## config.mk

```make
export PLATFORM = sky130hd
export DESIGN_NAME = rle4_bitmap_span_decoder
export DESIGN_NICKNAME = d
export VERILOG_FILES = /design/src/rtl/rbsd_pkg.sv /design/src/rtl/rbsd_parser.sv /design/src/rtl/rle4_bitmap_span_decoder.sv
export SDC_FILE = /design/constraint.sdc
export NUM_CORES = 1
export LEC_CHECK = 0
export BUFFER_PORTS_ARGS = -buffer_cell sky130_fd_sc_hd__buf_2
export CELL_PAD_IN_SITES_DETAIL_PLACEMENT = 1
export CELL_PAD_IN_SITES_GLOBAL_PLACEMENT = 2
export CORE_ASPECT_RATIO = 1.25
export CORE_MARGIN = 4
export CORE_UTILIZATION = 38
export CTS_CLUSTER_DIAMETER = 80
export DETAILED_ROUTE_END_ITERATION = 8
export GPL_TIMING_DRIVEN = 0
export PLACE_DENSITY_LB_ADDON = 0.1
export SLEW_MARGIN = 20
export SYNTH_ARGS = -nofsm -noshare
export SYNTH_HDL_FRONTEND = slang
export SYNTH_SLANG_ARGS = --single-unit
```

## constraint.sdc

```tcl
create_clock -name clk -period 5 [get_ports clk]
set_clock_uncertainty 0.05 [all_clocks]
set_input_delay 0.75 -clock clk [delete_from_list [all_inputs] [get_ports clk]]
set_output_delay 0.75 -clock clk [all_outputs]
set_load 0.01 [all_outputs]
```

## src/rtl/rbsd_pkg.sv

```systemverilog
package rbsd_pkg;

    localparam int COORD_BITS_DEF = 10;
    localparam int SPAN_COORD_W   = 10;
    localparam int ORIGIN_W       = 10;
    localparam int COLOR_W        = 16;
    localparam int COUNT_W        = 8;
    localparam int CFG_INDEX_W    = 2;
    localparam int CFG_DATA_W     = 16;

    localparam logic [CFG_INDEX_W-1:0] CFG_ORIGIN_X   = 2'd0;
    localparam logic [CFG_INDEX_W-1:0] CFG_ORIGIN_Y   = 2'd1;
    localparam logic [CFG_INDEX_W-1:0] CFG_BACKGROUND = 2'd2;

    localparam logic [COLOR_W-1:0] BACKGROUND_RESET = 16'hFFFF;

    localparam logic [7:0] ESC_EOL   = 8'd0;
    localparam logic [7:0] ESC_EOI   = 8'd1;
    localparam logic [7:0] ESC_DELTA = 8'd2;

    localparam logic KIND_SPAN = 1'b0;
    localparam logic KIND_END  = 1'b1;

    localparam logic [7:0] GRAY_SCALE = 8'd17;

    typedef enum logic [2:0] {
        PH_START  = 3'd0,
        PH_COUNT  = 3'd1,
        PH_SECOND = 3'd2,
        PH_DX     = 3'd3,
        PH_DY     = 3'd4,
        PH_ABS    = 3'd5,
        PH_PAD    = 3'd6
    } phase_t;

    typedef struct packed {
        logic [ORIGIN_W-1:0] origin_x;
        logic [ORIGIN_W-1:0] origin_y;
        logic [COLOR_W-1:0]  background;
    } cfg_t;

    typedef struct packed {
        logic                    emit;
        logic                    kind;
        logic [SPAN_COORD_W-1:0] x;
        logic [SPAN_COORD_W-1:0] y;
        logic [COUNT_W-1:0]      length;
        logic [COLOR_W-1:0]      color_even;
        logic [COLOR_W-1:0]      color_odd;
        logic                    draw_even;
        logic                    draw_odd;
    } result_t;

    function automatic logic [COLOR_W-1:0] gray_to_565(input logic [3:0] g);
        logic [11:0] prod;
        logic [7:0]  v;
        begin
            prod = 12'(g) * 12'(GRAY_SCALE);
            v    = prod[7:0];
            gray_to_565 = {v[7:3], v[7:2], v[7:3]};
        end
    endfunction

endpackage

```

## src/rtl/rbsd_parser.sv

```systemverilog
module rbsd_parser #(
    parameter int COORD_BITS = rbsd_pkg::COORD_BITS_DEF
) (
    input  logic             clk,
    input  logic             rst_n,
    input  logic             step,
    input  logic [7:0]       code,
    input  rbsd_pkg::cfg_t   cfg,
    output rbsd_pkg::result_t res
);
    import rbsd_pkg::*;

    localparam int CW = COORD_BITS;

    phase_t              phase_reg, phase_next;
    logic [CW-1:0]       cursor_x_reg, cursor_x_next;
    logic [CW-1:0]       cursor_y_reg, cursor_y_next;
    logic [COUNT_W-1:0]  held_reg, held_next;
    logic [COUNT_W-1:0]  left_reg, left_next;
    logic                pad_reg, pad_next;

    logic [CW+SPAN_COORD_W-1:0] cx_wide;
    logic [CW+SPAN_COORD_W-1:0] cy_wide;
    logic [COLOR_W-1:0]         color_even;
    logic [COLOR_W-1:0]         color_odd;
    logic [8:0]                 code_inc;
    logic [COUNT_W-1:0]         abs_len;

    assign cx_wide    = (CW+SPAN_COORD_W)'(cursor_x_reg);
    assign cy_wide    = (CW+SPAN_COORD_W)'(cursor_y_reg);
    assign color_even = gray_to_565(code[7:4]);
    assign color_odd  = gray_to_565(code[3:0]);
    assign code_inc   = {1'b0, code} + 9'd1;
    assign abs_len    = (left_reg >= 8'd2) ? 8'd2 : 8'd1;

    always_comb
    begin
        phase_next = phase_reg;
        case (phase_reg)
            PH_SECOND:
            begin
                if (held_reg != '0)
                begin
                    phase_next = PH_COUNT;
                end
                else
                begin
                    case (code)
                        ESC_EOL:   phase_next = PH_COUNT;
                        ESC_EOI:   phase_next = PH_START;
                        ESC_DELTA: phase_next = PH_DX;
                        default:   phase_next = PH_ABS;
                    endcase
                end
            end
            PH_DX:  phase_next = PH_DY;
            PH_DY:  phase_next = PH_COUNT;
            PH_ABS:
            begin
                if (left_reg <= abs_len)
                begin
                    phase_next = pad_reg ? PH_PAD : PH_COUNT;
                end
            end
            PH_PAD: phase_next = PH_COUNT;
            default: phase_next = PH_SECOND;
        endcase
    end

    always_comb
    begin
        cursor_x_next  = cursor_x_reg;
        cursor_y_next  = cursor_y_reg;
        held_next      = held_reg;
        left_next      = left_reg;
        pad_next       = pad_reg;
        res            = '0;
        res.kind       = KIND_SPAN;
        res.x          = cx_wide[SPAN_COORD_W-1:0];
        res.y          = cy_wide[SPAN_COORD_W-1:0];
        res.color_even = color_even;
        res.color_odd  = color_odd;
        res.draw_even  = (color_even != cfg.background);
        res.draw_odd   = (color_odd != cfg.background);
        case (phase_reg)
            PH_SECOND:
            begin
                if (held_reg != '0)
                begin
                    res.emit      = 1'b1;
                    res.length    = held_reg;
                    cursor_x_next = cursor_x_reg + CW'(held_reg);
                end
                else
                begin
                    case (code)
                        ESC_EOL:
                        begin
                            cursor_x_next = CW'(cfg.origin_x);
                            cursor_y_next = cursor_y_reg + CW'(1);
                        end
                        ESC_EOI:
                        begin
                            res      = '0;
                            res.emit = 1'b1;
                            res.kind = KIND_END;
                        end
                        ESC_DELTA: ;
                        default:
                        begin
                            left_next = code;
                            pad_next  = code_inc[1];
                        end
                    endcase
                end
            end
            PH_DX: held_next = code;
            PH_DY:
            begin
                cursor_x_next = cursor_x_reg + CW'(held_reg);
                cursor_y_next = cursor_y_reg + CW'(code);
            end
            PH_ABS:
            begin
                res.emit      = 1'b1;
                res.length    = abs_len;
                cursor_x_next = cursor_x_reg + CW'(abs_len);
                left_next     = (left_reg >= abs_len) ? left_reg - abs_len : '0;
            end
            PH_PAD: pad_next = 1'b0;
            PH_START:
            begin
                cursor_x_next = CW'(cfg.origin_x);
                cursor_y_next = CW'(cfg.origin_y);
                held_next     = code;
            end
            default: held_next = code;
        endcase
    end

    always_ff @(posedge clk or negedge rst_n)
    begin
        if (!rst_n)
        begin
            phase_reg    <= PH_START;
            cursor_x_reg <= '0;
            cursor_y_reg <= '0;
            held_reg     <= '0;
            left_reg     <= '0;
            pad_reg      <= 1'b0;
        end
        else if (step)
        begin
            phase_reg    <= phase_next;
            cursor_x_reg <= cursor_x_next;
            cursor_y_reg <= cursor_y_next;
            held_reg     <= held_next;
            left_reg     <= left_next;
            pad_reg      <= pad_next;
        end
    end

    a_abs_has_pixels: assert property (@(posedge clk) disable iff (!rst_n)
        phase_reg == PH_ABS |-> left_reg != '0)
        else $error("absolute run entered with no pixels left");

    a_pad_only_when_pending: assert property (@(posedge clk) disable iff (!rst_n)
        step && phase_reg == PH_ABS && phase_next == PH_PAD |-> pad_reg)
        else $error("pad phase entered without pending pad");

    a_start_loads_origin: assert property (@(posedge clk) disable iff (!rst_n)
        step && phase_reg == PH_START |=> cursor_y_reg == CW'($past(cfg.origin_y)))
        else $error("cursor not loaded from origin at start of image");

endmodule

```

## src/rtl/rle4_bitmap_span_decoder.sv

```systemverilog
// An accepted byte is held in the input register; its result, if any, is then registered in the result register.
// Throughput: one byte per cycle; the parser step is a single pass from the
// input register to the result register. While a result waits downstream, bytes
// that yield no result keep flowing; a byte that yields one holds in the input register.
// Reset: asynchronous, active low; origin 0,0, background 0xFFFF, parser at start of image.
module rle4_bitmap_span_decoder #(
    parameter int COORD_BITS = rbsd_pkg::COORD_BITS_DEF
) (
    input  logic                                  clk,
    input  logic                                  rst_n,
    input  logic                                  in_valid,
    output logic                                  in_ready,
    input  logic [7:0]                            code_byte,
    output logic                                  out_valid,
    input  logic                                  out_ready,
    output logic                                  kind,
    output logic [rbsd_pkg::SPAN_COORD_W-1:0]     span_x,
    output logic [rbsd_pkg::SPAN_COORD_W-1:0]     span_y,
    output logic [rbsd_pkg::COUNT_W-1:0]          span_length,
    output logic [rbsd_pkg::COLOR_W-1:0]          color_even,
    output logic [rbsd_pkg::COLOR_W-1:0]          color_odd,
    output logic                                  draw_even,
    output logic                                  draw_odd,
    input  logic                                  cfg_write_en,
    input  logic [rbsd_pkg::CFG_INDEX_W-1:0]      cfg_index,
    input  logic [rbsd_pkg::CFG_DATA_W-1:0]       cfg_data
);
    import rbsd_pkg::*;

    cfg_t        cfg_reg;
    logic        full_reg, full_next;
    logic [7:0]  byte_reg;
    logic        out_valid_reg, out_valid_next;
    result_t     out_reg;
    result_t     res;
    logic        out_free;
    logic        advance;
    logic        accept;

    rbsd_parser #(
        .COORD_BITS(COORD_BITS)
    ) u_parser (
        .clk   (clk),
        .rst_n (rst_n),
        .step  (advance),
        .code  (byte_reg),
        .cfg   (cfg_reg),
        .res   (res)
    );

    assign out_free  = !out_valid_reg || out_ready;
    assign advance   = full_reg && (!res.emit || out_free);
    assign in_ready  = !full_reg || advance;
    assign accept    = in_valid && in_ready;

    assign full_next      = accept ? 1'b1 : (advance ? 1'b0 : full_reg);
    assign out_valid_next = (advance && res.emit) ? 1'b1 : (out_ready ? 1'b0 : out_valid_reg);

    always_ff @(posedge clk or negedge rst_n)
    begin
        if (!rst_n)
        begin
            cfg_reg.origin_x   <= '0;
            cfg_reg.origin_y   <= '0;
            cfg_reg.background <= BACKGROUND_RESET;
        end
        else if (cfg_write_en)
        begin
            case (cfg_index)
                CFG_ORIGIN_X:   cfg_reg.origin_x   <= cfg_data[ORIGIN_W-1:0];
                CFG_ORIGIN_Y:   cfg_reg.origin_y   <= cfg_data[ORIGIN_W-1:0];
                CFG_BACKGROUND: cfg_reg.background <= cfg_data[COLOR_W-1:0];
                default: ;
            endcase
        end
    end

    always_ff @(posedge clk or negedge rst_n)
    begin
        if (!rst_n)
        begin
            full_reg      <= 1'b0;
            out_valid_reg <= 1'b0;
        end
        else
        begin
            full_reg      <= full_next;
            out_valid_reg <= out_valid_next;
        end
    end

    always_ff @(posedge clk)
    begin
        if (accept)
        begin
            byte_reg <= code_byte;
        end
        if (advance && res.emit)
        begin
            out_reg <= res;
        end
    end

    assign out_valid   = out_valid_reg;
    assign kind        = out_reg.kind;
    assign span_x      = out_reg.x;
    assign span_y      = out_reg.y;
    assign span_length = out_reg.length;
    assign color_even  = out_reg.color_even;
    assign color_odd   = out_reg.color_odd;
    assign draw_even   = out_reg.draw_even;
    assign draw_odd    = out_reg.draw_odd;

    a_hold_on_stall: assert property (@(posedge clk) disable iff (!rst_n)
        full_reg && res.emit && out_valid_reg && !out_ready |-> !advance)
        else $error("parser advanced while result register was blocked");

    a_accept_fills: assert property (@(posedge clk) disable iff (!rst_n)
        in_valid && in_ready |=> full_reg)
        else $error("accepted item lost from input register");

    a_span_nonempty: assert property (@(posedge clk) disable iff (!rst_n)
        out_valid_reg && out_reg.kind == KIND_SPAN |-> out_reg.length != '0)
        else $error("span result with zero length");

    a_end_clean: assert property (@(posedge clk) disable iff (!rst_n)
        out_valid_reg && out_reg.kind == KIND_END |->
            out_reg.length == '0 && out_reg.x == '0 && out_reg.color_even == '0)
        else $error("end of image result carries span data");

endmodule
```

* Word level (Yosys, flattened, before mapping)
Cells that the tools add are included.
W data, S select, Z words.
** Storage, ports and cells
- Flip-flop bits (word level) :: 149
- Output and inout bits :: 65
- Word-level logic and storage cells :: 113
** Operators by class
- Add/sub/neg operators :: 6
- Multipliers :: 2
- Order comparisons :: 3
- Equal/unequal tests :: 16
- Mux-type cells :: 32
- Bitwise gates (word level) :: 2
- Reductions and logical operators :: 32
** Operators by type and width (count)
- $mux W34 :: 2
- $mux W64 :: 1
- $mux W10 :: 4
- $mux W20 :: 2
- $pmux W10 S4 :: 1
- $mux W8 :: 4
- $ne A16 B16 Y1 :: 2
- $pmux W8 S2 :: 2
- $add A10 B8 Y10 :: 3
- $pmux W10 S3 :: 1
- $mul A4 B5 Y8 const B :: 2
- $pmux W3 S4 :: 1
- $reduce_and A4 Y1 :: 3
- $add A10 B1 Y10 const B :: 1
- $reduce_and A2 Y1 :: 5
- $eq A3 B3 Y1 const B :: 3
- $mux W3 :: 3
- $pmux W3 S3 :: 1
- $eq A8 B1 Y1 const B :: 1
- $eq A8 B2 Y1 const B :: 1
- $ge A8 B2 Y1 const B :: 1
- $ge A8 B8 Y1 :: 1
- $le A8 B8 Y1 :: 1
- $logic_not A8 Y1 :: 1
- other kinds (25) :: 46

* Depth between registers and ports, before layout
Gate-level depths: netlist of run 1.
- Depth after elaboration :: 11
- Mapped depth :: 12
- Depth with buffers taken out :: 12

* Hierarchy
Synthesis of run 1 repeated with hierarchy kept, for this count alone.
** Second synthesis, totals
- Cells, all modules :: 677
- Area, all modules :: 7798.7 um^2
** Modules (own cells, without submodules)
- rbsd_parser :: instances 1, cells each 518, area an instance 4134.0 um^2, sequential area each 1001.0 um^2
- rle4_bitmap_span_decoder :: instances 1, cells each 159, area an instance 3664.8 um^2, sequential area each 3103.0 um^2

* Worst setup path after synthesis of run 1
OpenSTA, ideal clock, no wires.
- Kind :: register to register
- Start :: register byte_reg[3]
- End :: register out_reg, in the netlist color_even[11], enable pin
- Arrival :: 2.973 ns
- Required time :: 4.515 ns
- Path slack :: 1.542 ns
- Cell stages (with the launch flop) :: 6
- Clock period less this slack :: 3.458 ns
- Path through :: edfxtp_1 -> nor4_1 -> a311oi_1 -> nor3_1 -> o21ai_0 -> nor2_1
** On the way
- Longest elaborated chain between the ends :: 8
** RTL lines
- start, declared :: line rle4_bitmap_span_decoder.sv:32 : logic [7:0] byte_reg;
- start signal, assigned :: line rle4_bitmap_span_decoder.sv:96 : byte_reg <= code_byte;
- $eq A8 B1 Y1 (*) :: line rbsd_parser.sv:96 : case (code)
- $mux W64 (*) :: line rbsd_parser.sv:96
- $mux W1 (*) :: line rbsd_parser.sv:88 : if (held_reg != '0)
- $pmux W1 S2 (*) :: line rbsd_parser.sv:85 : case (phase_reg)
- $logic_not A1 Y1 :: line rle4_bitmap_span_decoder.sv:52 : assign advance = full_reg && (!res.emit || out_free);
- $logic_or A1 B1 Y1 :: line rle4_bitmap_span_decoder.sv:52
- $logic_and A1 B1 Y1 :: line rle4_bitmap_span_decoder.sv:52
- $logic_and A1 B1 Y1 (*) :: line rle4_bitmap_span_decoder.sv:98 : if (advance && res.emit)
- end signal, assigned :: line rle4_bitmap_span_decoder.sv:100 : out_reg <= res;
- end, declared :: line rle4_bitmap_span_decoder.sv:34 : result_t out_reg;
Every way passes the cells marked *; elsewhere a longest branch is shown, timed or not.
A chain may end at the register's enable or synchronous reset.

* Worst setup path in the final report of run 1
- Start :: register u_parser.phase_reg[2]
- End :: register u_parser.cursor_y_reg[8]
** On the way
- Longest elaborated chain between the ends :: 6
- Elaborated cells on any way between the ends :: 13
- Classes of those cells :: eq/ne: 5; mux: 2; reduce/logical: 6
** RTL lines
- start, declared :: line rbsd_parser.sv:15 : phase_t phase_reg, phase_next;
- start signal, assigned :: line rbsd_parser.sv:154 : phase_reg <= phase_next;
- $eq A3 B3 Y1 / $eq A3 B2 Y1 (equally long branches) :: line rbsd_parser.sv:85
- $pmux W1 S2 :: line rbsd_parser.sv:85
- $logic_not A1 Y1 :: line rle4_bitmap_span_decoder.sv:52
- $logic_or A1 B1 Y1 :: line rle4_bitmap_span_decoder.sv:52
- $logic_and A1 B1 Y1 :: line rle4_bitmap_span_decoder.sv:52
- $reduce_and A4 Y1 (no source line)
- end signal, assigned :: line rbsd_parser.sv:156 : cursor_y_reg <= cursor_y_next;
- end, declared :: line rbsd_parser.sv:17 : logic [CW-1:0] cursor_y_reg, cursor_y_next;
Parallel ways exist; a longest one is shown, timed or not.

==> reports/qor.txt, run 1 <==
clk slew on worst S/H paths -> 60 ps
most frequent cells in the layout -> buf_2, dfrtp_1, nor2_1
post-synthesis instance area -> 6780 µm²
first-pass GRT wire length -> 32310 µm
CP Class -> flip-flop to flip-flop
largest net degree at the start of global routing -> 46
clk sinks -> 125
DP HPWL -> 15070 µm
Seq pwr share -> 34.0%
Avg Inst Size Synth -> 10.78 µm²
initial antenna violation count -> 0
met2 Track Usage GR -> 35.78%
GR Layer Usage met3 -> 4.107%
hold buffer count at CTS -> 0
P_leak -> 3.396 nW
TritonRoute pass-1 iters -> 4
DR vias -> 5377
post-synthesis sequential area ratio -> 49.90%
Remaining DRCs -> 0
Gate power share -> 40.5%
initial core utilization -> 38.75%
H-Tree Depth -> 4
final period utilization -> 77.48%
DRT antenna net count -> 0
synth unique cells -> 65
Arr. time, crit path -> 4140 ps
Syn Inst Count -> 629
initial DRC count -> 276
width of the die -> 127.5 µm
wire length per cell -> 20.71 µm
sw power -> 1.958 mW
Worst setup SP type -> flip-flop
syn nets -> 687
total gr overflow -> 0
clock root buffer -> clkbuf_16
P&R area growth vs syn -> 21.04%
layout cells sized above 1 -> 29.55%
die area -> 20060 µm²
vias in the first global route -> 5767
clock power share -> 25.5%
worst-skew pair later-pin latency -> 420 ps
worst hold path class -> primary input to asynchronous set/reset pin
status -> finished clean
dominant synthesized flop cell -> dfrtp_1
total power draw -> 5.089 mW
Switching Fraction -> 38.46%
final setup violation count -> 0
Port-buffer cells -> 95
number of max-cap violations -> 0
minimum clock period -> 3874 ps
Cell Int Power -> 3.132 mW
Final GP Congestion -> 0.8646
# Post-CTS Setup Buffers -> 0
WL final -> 20340 µm
commonest non-fill, non-tap cell in the layout -> buf_2
GRT Total Usage -> 21.11%
number of synthesized flops with an enable pin -> 47
Resized cells post-CTS -> 0
setup tns final -> 0 ps
YS warnings -> 0
Final Max Slew Viols -> 0
met1 Usage GRT -> 26.95%
CORE AREA -> 17500 µm²
Slew HR -> 40.81%
Least-Margin Pin Slew -> 884.6 ps
max FFs per register -> 36
number of vias per cell -> 5.476
post-synthesis register bit count -> 125
CTS tree -> built
# IOs -> 96
RSZ-0062 raised after global routing -> false
worst-path fanout max -> 10
GRT busiest layer -> met2
nets@finish -> 803
Num CTS Buffers -> 17
WP data required -> 5260 ps
Fin. Hold Viols -> 0
Die Height -> 157.3 µm
clock tree buffer depth -> 2
Pwr Density -> 620.1 nW/µm²
Peak Freq -> 0.2581 GHz
worst vdd ir -> 0.2776 mV
Site Rows -> 54
Crit. End Element -> flip-flop
Post-synth ARST share -> 62.40%
antenna diode instance count -> 0
-- metrics by stage --
step / setup slack, ps / util [%] / hold slack, ps / area, µm² / instances
after floorplan: 1542 / - / 404.4 / 6780 / 629
after global placement: -53.37 / 43.06 / 443.7 / 7536 / 948
after detailed placement: 1185 / 43.39 / 449.2 / 7594 / 950
after CTS: 1127 / 46.90 / 264.7 / 8207 / 982
after global routing: 903.6 / 46.90 / 289.2 / 8207 / 982
final: 1126 / 46.90 / 259.6 / 8207 / 982
-- power by group through the flow --
stage	combinational [mW]	clock [mW]	sequential, mW
after CTS	2.07	1.32	1.73
after global routing	2.30	1.37	1.77
after global placement	1.95	0	1.74
after floorplan	1.45	0	1.68
after detailed placement	2.05	0	1.75
final	2.06	1.30	1.73
-- per-layer routing --
metal / vias to the layer above / routed length [µm]
met4: 0 / 486
met2: 137 / 9984
li1: 2502 / -
met5: - / 0
met3: 30 / 944
met1: 2708 / 8921
-- worst max-delay path, cell delays in order, from the launching register on --
cell and delay [ps]:
dfrtp_1 490, clkbuf_1 430, nand2b_1 180, nor2_1 700, nand2_1 160, ha_1 260
fa_1 410, a21oi_1 200, o21ai_0 170, a211o_1 320, a22o_1 200, a22o_1 180
-- Yosys cell counts, types with 9 or more instances --
cell type	instances	share of area, %
edfxtp_1	47	21
and2_1	30	2.8
buf_4	24	2.7
clkbuf_1	22	1.2
nor2_1	61	3.4
ha_1	23	4.2
mux2_2	44	7.3
mux2i_1	9	1.3
dfstp_2	16	6.2
xnor2_1	14	1.8
o21ai_0	37	2.7
dfrtp_1	62	23
nor3_1	9	0.66
nand2_1	37	2.0
nand3_1	14	1.0
o21a_1	9	1.0
a21oi_1	37	2.7
inv_1	16	0.89
-- path summary, 6_finish.rpt --
kind	start	to	slack, ps	cells after the start
max	u_parser.phase_reg[2]	u_parser.cursor_y_reg[8]	1130	11
min	rst_n	u_parser.cursor_y_reg[2]	260	1
max reg2reg	u_parser.phase_reg[2]	u_parser.cursor_y_reg[8]	1130	11
min reg2reg	cfg_reg[18]	cfg_reg[18]	460	1
max in group asynchronous	rst_n	cfg_reg[1]	3960	2
min in group clk	code_byte[4]	byte_reg[4]	460	1
-- area by class of cell --
class | instances | area, µm²
Buffer | 48 | 277.8
Clock buffer | 18 | 429.2
Clock inverter | 14 | 183.9
Fill cell | 1965 | 9293
Inverter | 17 | 63.81
Multi-Input combinational cell | 439 | 3063
Sequential cell | 125 | 3383
Tap cell | 224 | 280.3
Timing Repair Buffer | 97 | 525.5
-- cell families after synthesis --
logic type	count (synthesis)	share of synthesized area [%]
compound gates	146	14.21
xor+xnor	17	2.196
fa+ha+maj	27	5.425
buf+inv	65	5.038
flops	125	49.90
mux	53	8.636
simple gates	196	14.60
No activity file was read; power rests on OpenSTA's default activity.
==> run 2, diff against run 1 <==
--- a/config.mk
+++ b/config.mk
@@ -10,7 +10,7 @@
 export CELL_PAD_IN_SITES_GLOBAL_PLACEMENT = 2
 export CORE_ASPECT_RATIO = 1.25
 export CORE_MARGIN = 4
-export CORE_UTILIZATION = 38
+export CORE_UTILIZATION = 34
 export CTS_CLUSTER_DIAMETER = 80
 export DETAILED_ROUTE_END_ITERATION = 8
 export GPL_TIMING_DRIVEN = 0
==> constraint.sdc (replaced) <==
create_clock -name clk -period 3.3 [get_ports clk]
set_clock_uncertainty 0.05 [all_clocks]
set_input_delay 0.495 -clock clk [delete_from_list [all_inputs] [get_ports clk]]
set_output_delay 0.495 -clock clk [all_outputs]
set_load 0.01 [all_outputs]
==> run 2 against run 1 <==
Compared with the run above: clock power up 38%; sequential power up 52%; largest power group unchanged; non-clock buffer count up 5; wire length up 2.0%; final area up 1.1%.
==> reports/qor.txt, run 2 (synthesis results as in run 1) <==
status -> finished clean
GRT Total Usage -> 18.89% (-2.2 points)
Critical Path End -> u_parser.cursor_x_reg[8]
final setup violation count -> 0 (unchanged)
TritonRoute pass-1 iters -> 6 (+2)
total gr overflow -> 0 (unchanged)
Final GP Congestion -> 0.8569 (-0.89%)
WP data required -> 3590 ps (-1670 ps)
most frequent cells in the layout -> buf_2, dfrtp_1, nor2_1
Peak Freq -> 0.3180 GHz (+23%)
worst reg-to-reg path cell count -> 12 (+1)
worst-path fanout max -> 3 (-7)
number of vias per cell -> 5.194 (-5.1%)
clock root buffer -> clkbuf_16
Crit. End Element -> flip-flop
Fin. Hold Viols -> 0 (unchanged)
worst hold path class -> primary input to asynchronous set/reset pin
clk slew on worst S/H paths -> 60 ps (about the same)
# IOs -> 96 (unchanged)
final core occ -> 42.44% (-4.5 points)
Slew HR -> 50.16% (+9.3 points)
clk sinks -> 125 (unchanged)
vias in the first global route -> 5618 (-2.6%)
filler cell count -> 2223 (+13%)
CTS tree -> built
nets@finish -> 808 (+0.62%)
dpl cell area -> 7645 µm² (+0.68%)
Pwr Density -> 914.0 nW/µm² (+47%)
number of max-cap violations -> 0 (unchanged)
initial core utilization -> 34.70% (-4.0 points)
Die Height -> 165.9 µm (+5.4%)
Final Max Slew Viols -> 0 (unchanged)
first-pass GRT wire length -> 32610 µm (+0.94%)
capture point of the worst reg-to-reg path -> u_parser.cursor_x_reg[8]
Num CTS Buffers -> 17 (unchanged)
WL final -> 20740 µm (+2.0%)
DR vias -> 5339 (-0.71%)
Worst setup SP type -> flip-flop
Site Rows -> 57 (+5.6%)
Reg2Reg Setup Slack -> 160 ps (-970 ps)
H-Tree Depth -> 4 (unchanged)
initial DRC count -> 279 (+1.1%)
P_leak -> 3.404 nW (+0.25%)
commonest non-fill, non-tap cell in the layout -> buf_2
layout cells sized above 1 -> 31.32% (+1.8 points)
Arr. time, crit path -> 3440 ps (-700 ps)
final period utilization -> 95.28% (+18 points)
worst vdd ir -> 0.3867 mV (+39%)
area of the multi-input gates -> 3104 µm² (+1.3%)
antenna diode instance count -> 0 (unchanged)
Remaining DRCs -> 0 (unchanged)
CORE AREA -> 19540 µm² (+12%)
largest net degree at the start of global routing -> 46 (unchanged)
wire length per cell -> 20.17 µm (-2.6%)
DP HPWL -> 15440 µm (+2.4%)
width of the die -> 134.3 µm (+5.4%)
max FFs per register -> 36 (unchanged)
fin area -> 8294 µm² (+1.1%)
die area -> 22280 µm² (+11%)
RSZ-0062 raised after global routing -> true
reg-to-reg critical path startpoint -> u_parser.left_reg[7]
DRT antenna net count -> 0 (unchanged)
minimum clock period -> 3144 ps (-729.8 ps)
clock tree buffer depth -> 2 (unchanged)
initial antenna violation count -> 0 (unchanged)
P&R area growth vs syn -> 22.33%
worst-skew pair later-pin latency -> 420 ps (about the same)
Least-Margin Pin Slew -> 739.8 ps (-144.8 ps)
CP startpoint -> u_parser.left_reg[7]
CP Class -> flip-flop to flip-flop
register area -> 3385 µm² (about the same)
Port-buffer cells -> 95 (unchanged)
-- run 2: worst max-delay path, stage by stage, from the launching register on --
cell	delay, ps
dfrtp_1	410
nor4_4	370
nand2_2	140
nor2_4	170
ha_1	190
inv_1	60
fa_1	420
nand4b_1	270
or4_1	510
nand3_1	130
nor2b_1	60
a21oi_1	150
a2bb2oi_1	160
-- run 2: worst min-delay path by stage --
stage / startpoint / end / slack (ps) / cells past startpoint
2_1_floorplan: rst_n / cfg_reg[16] / 150 / 0
4_1_cts: rst_n / u_parser.cursor_x_reg[9] / 40 / 1
3_5_place_dp: cfg_reg[25] / cfg_reg[25] / 450 / 1
5_1_grt: rst_n / u_parser.cursor_y_reg[1] / 50 / 1
6_report: rst_n / u_parser.cursor_y_reg[1] / 10 / 1
3_3_place_gp: cfg_reg[18] / cfg_reg[18] / 440 / 1
-- run 2: repair_timing --
action | 4_1_cts | 5_1_grt
pin swaps | 2 | 1
setup buffers | 1 | 4
endpoints found under the setup margin | 23 | 9
resized for setup | 10 | 3
hold buffers | 0 | 0
endpoints found under the hold margin | 0 | 0
-- run 2: cell type report --
type / instances / share of cell area [%]
Multi-Input combinational cell: 439 / 37.43
Sequential cell: 125 / 40.81
Buffer: 48 / 3.409
Timing Repair Buffer: 102 / 6.788
Clock inverter: 13 / 1.207
Inverter: 17 / 0.7693
Clock buffer: 19 / 5.597
Tap cell: 265 / 3.998
-- run 2: through the flow --
stage / hold WS, ps / setup slack, ps / std cells / setup TNS, ps / total power, mW
finish: 12.82 / 155.8 / 1028 / 0 / 7.581
global route: 47.49 / -82.22 / 1028 / -82.49 / 8.136
CTS: 36.63 / 42.26 / 1024 / 0 / 7.647
detailed placement: 448.8 / -575.0 / 991 / -4747 / 5.767
global placement: 443.3 / -747.9 / 989 / -32890 / 5.620
floorplan: 149.4 / 217.1 / 629 / 0 / 4.738
-- run 2: routing by layer --
| metal | vias to the layer above | routed length (µm) | GRT usage [%] | part of all wire (%) |
|---|---|---|---|---|
| met5 | - | 0 | 0 | 0 |
| met4 | 0 | 306 | 4.872 | 1.5 |
| met3 | 20 | 785 | 4.091 | 3.8 |
| met2 | 120 | 10060 | 31.12 | 49 |
| met1 | 2689 | 9586 | 25.29 | 46 |
| li1 | 2510 | - | - | - |
-- run 2: where the power goes --
group / leakage [nW] / internal [mW] / switching, mW
clock network: 0.273 / 1.04 / 0.758
logic: 1.80 / 1.38 / 1.77
registers: 1.33 / 2.18 / 0.449
total: 3.40 / 4.60 / 2.98
==> run 3, diff against run 2 <==
--- a/config.mk
+++ b/config.mk
@@ -8,13 +8,14 @@
 export BUFFER_PORTS_ARGS = -buffer_cell sky130_fd_sc_hd__buf_2
 export CELL_PAD_IN_SITES_DETAIL_PLACEMENT = 1
 export CELL_PAD_IN_SITES_GLOBAL_PLACEMENT = 2
-export CORE_ASPECT_RATIO = 1.25
+export CORE_ASPECT_RATIO = 1.2
 export CORE_MARGIN = 4
 export CORE_UTILIZATION = 34
 export CTS_CLUSTER_DIAMETER = 80
 export DETAILED_ROUTE_END_ITERATION = 8
 export GPL_TIMING_DRIVEN = 0
 export PLACE_DENSITY_LB_ADDON = 0.1
+export SKIP_LAST_GASP = 1
 export SLEW_MARGIN = 20
 export SYNTH_ARGS = -nofsm -noshare
 export SYNTH_HDL_FRONTEND = slang
==> run 3 against run 2 <==
Compared with the run above: via count is 0.30% lower; register-to-register slack improved by 20 ps; non-clock buffer count increased by 6; sequential share of layout area decreased by 0.55 points; largest cell class unchanged.
==> reports/qor.txt, run 3 (synthesis results as in run 1) <==
status -> finished clean
Slew HR -> 45.82% (-4.3 points)
WL final -> 20890 µm (+0.73%)
width of the die -> 136.9 µm (+1.9%)
P_leak -> 3.459 nW (+1.6%)
number of vias per cell -> 5.168 (-0.49%)
layout cells sized above 1 -> 31.99% (+0.67 points)
initial antenna violation count -> 0 (unchanged)
nets@finish -> 814 (+0.74%)
Crit. End Element -> flip-flop
Final Worst Setup Slack -> 172.9 ps (+17.15 ps)
# IOs -> 96 (unchanged)
Site Rows -> 56 (-1.8%)
WP data required -> 3550 ps (-40 ps)
worst hold slack -> 204.1 ps (+191.3 ps)
final setup violation count -> 0 (unchanged)
Port-buffer cells -> 95 (unchanged)
clk slew on worst S/H paths -> 60 ps (about the same)
worst-path fanout max -> 10 (+7)
Fin. Hold Viols -> 0 (unchanged)
Die Height -> 162.7 µm (-1.9%)
P&R area growth vs syn -> 24.01%
clk sinks -> 125 (unchanged)
Least-Margin Pin Slew -> 804.1 ps (+64.33 ps)
total gr overflow -> 0 (unchanged)
CP Class -> flip-flop to flip-flop
dpl cell area -> 7640 µm² (about the same)
die area -> 22270 µm² (about the same)
first-pass GRT wire length -> 32550 µm (-0.17%)
worst hold path class -> primary input to flip-flop
number of max-cap violations -> 0 (unchanged)
Pwr Density -> 927.5 nW/µm² (+1.5%)
antenna diode instance count -> 0 (unchanged)
wire length per cell -> 20.28 µm (+0.54%)
CTS tree -> built
most frequent cells in the layout -> buf_2, dfrtp_1, nor2_1
initial DRC count -> 204 (-27%)
clock root buffer -> clkbuf_16
Remaining DRCs -> 0 (unchanged)
Final GP Congestion -> 0.8832 (+3.1%)
initial core utilization -> 34.68% (about the same)
worst-skew pair later-pin latency -> 420 ps (about the same)
DR vias -> 5323 (-0.30%)
Peak Freq -> 0.3198 GHz (+0.55%)
worst vdd ir -> 0.3738 mV (-3.3%)
max FFs per register -> 36 (unchanged)
vias in the first global route -> 5662 (+0.78%)
DP HPWL -> 15450 µm (about the same)
fin area -> 8408 µm² (+1.4%)
DRT antenna net count -> 0 (unchanged)
Worst setup SP type -> flip-flop
Final Max Slew Viols -> 0 (unchanged)
setup tns final -> 0 ps (unchanged)
H-Tree Depth -> 4 (unchanged)
commonest non-fill, non-tap cell in the layout -> buf_2
minimum clock period -> 3127 ps (-17.15 ps)
RSZ-0062 raised after global routing -> true
total power draw -> 7.799 mW (+2.9%)
GRT Total Usage -> 19.24% (+0.35 points)
CORE AREA -> 19550 µm² (about the same)
largest net degree at the start of global routing -> 55 (+20%)
Place WS -> -550.5 ps (+24.53 ps)
final period utilization -> 94.76% (-0.52 points)
Num CTS Buffers -> 17 (unchanged)
TritonRoute pass-1 iters -> 6 (unchanged)
Arr. time, crit path -> 3380 ps (-60 ps)
clock tree buffer depth -> 2 (unchanged)
==> run 3: cell type report <==
type,instances,area (µm²)
buffer,48,282.8
clock buffer,19,464.2
clock inverter,13,153.9
fill,2168,11140
inverter,17,63.81
multi-input combinational,439,3109
sequential,125,3385
tap,261,326.6
timing repair buffer,108,623.1
==> run 3: worst paths after layout <==
| path | startpoint | endpoint | slack [ps] | cells past startpoint |
|---|---|---|---|---|
| worst max-delay path | u_parser.phase_reg[0] | u_parser.cursor_y_reg[8] | 170 | 11 |
| worst min-delay path | code_byte[4] | byte_reg[4] | 200 | 1 |
| worst max register to register | u_parser.phase_reg[0] | u_parser.cursor_y_reg[8] | 170 | 11 |
| worst min register to register | cfg_reg[23] | cfg_reg[23] | 460 | 1 |
| max in group asynchronous | rst_n | cfg_reg[11] | 2000 | 3 |
| min in group asynchronous | rst_n | u_parser.cursor_y_reg[2] | 520 | 2 |
==> run 3: metal layers <==
metal | GRT usage [%] | routed length (µm) | vias up
met2 | 32.09 | 10040 | 125
met1 | 25.42 | 9694 | 2653
met3 | 3.956 | 868 | 17
met5 | 0 | 0 | -
met4 | 5.309 | 287 | 0
li1 | - | - | 2528
==> run 3: power breakdown <==
part / total [mW] / switching [mW] / internal (mW)
registers: 2.64 / 0.456 / 2.18
logic: 3.21 / 1.78 / 1.43
clock network: 1.95 / 0.757 / 1.19
==> run 3: repair_timing <==
item | CTS | global route
setup endpoints to repair | 25 | 35
hold buffers | 1 | 0
pin swaps | 1 | 3
gates resized for setup | 9 | 8
setup buffers | 1 | 9
endpoints found under the hold margin | 24 | 0
==> run 3: worst max-delay path: stages, from the launching register on <==
cell      delay, ps
dfrtp_1         370
clkbuf_1        250
clkbuf_2        290
nor2_4          230
nand2_1          80
ha_1            240
fa_1            430
a21oi_1         190
o21ai_0         160
a211o_1         320
a22o_1          210
a22o_1          180
==> run 3: per-stage QoR <==
stage                     util, %  std cells
after floorplan                 -        629
after global placement      38.80        985
after detailed placement    39.08        987
after CTS                   42.52       1021
after global routing        43.01       1030
final                       43.01       1030
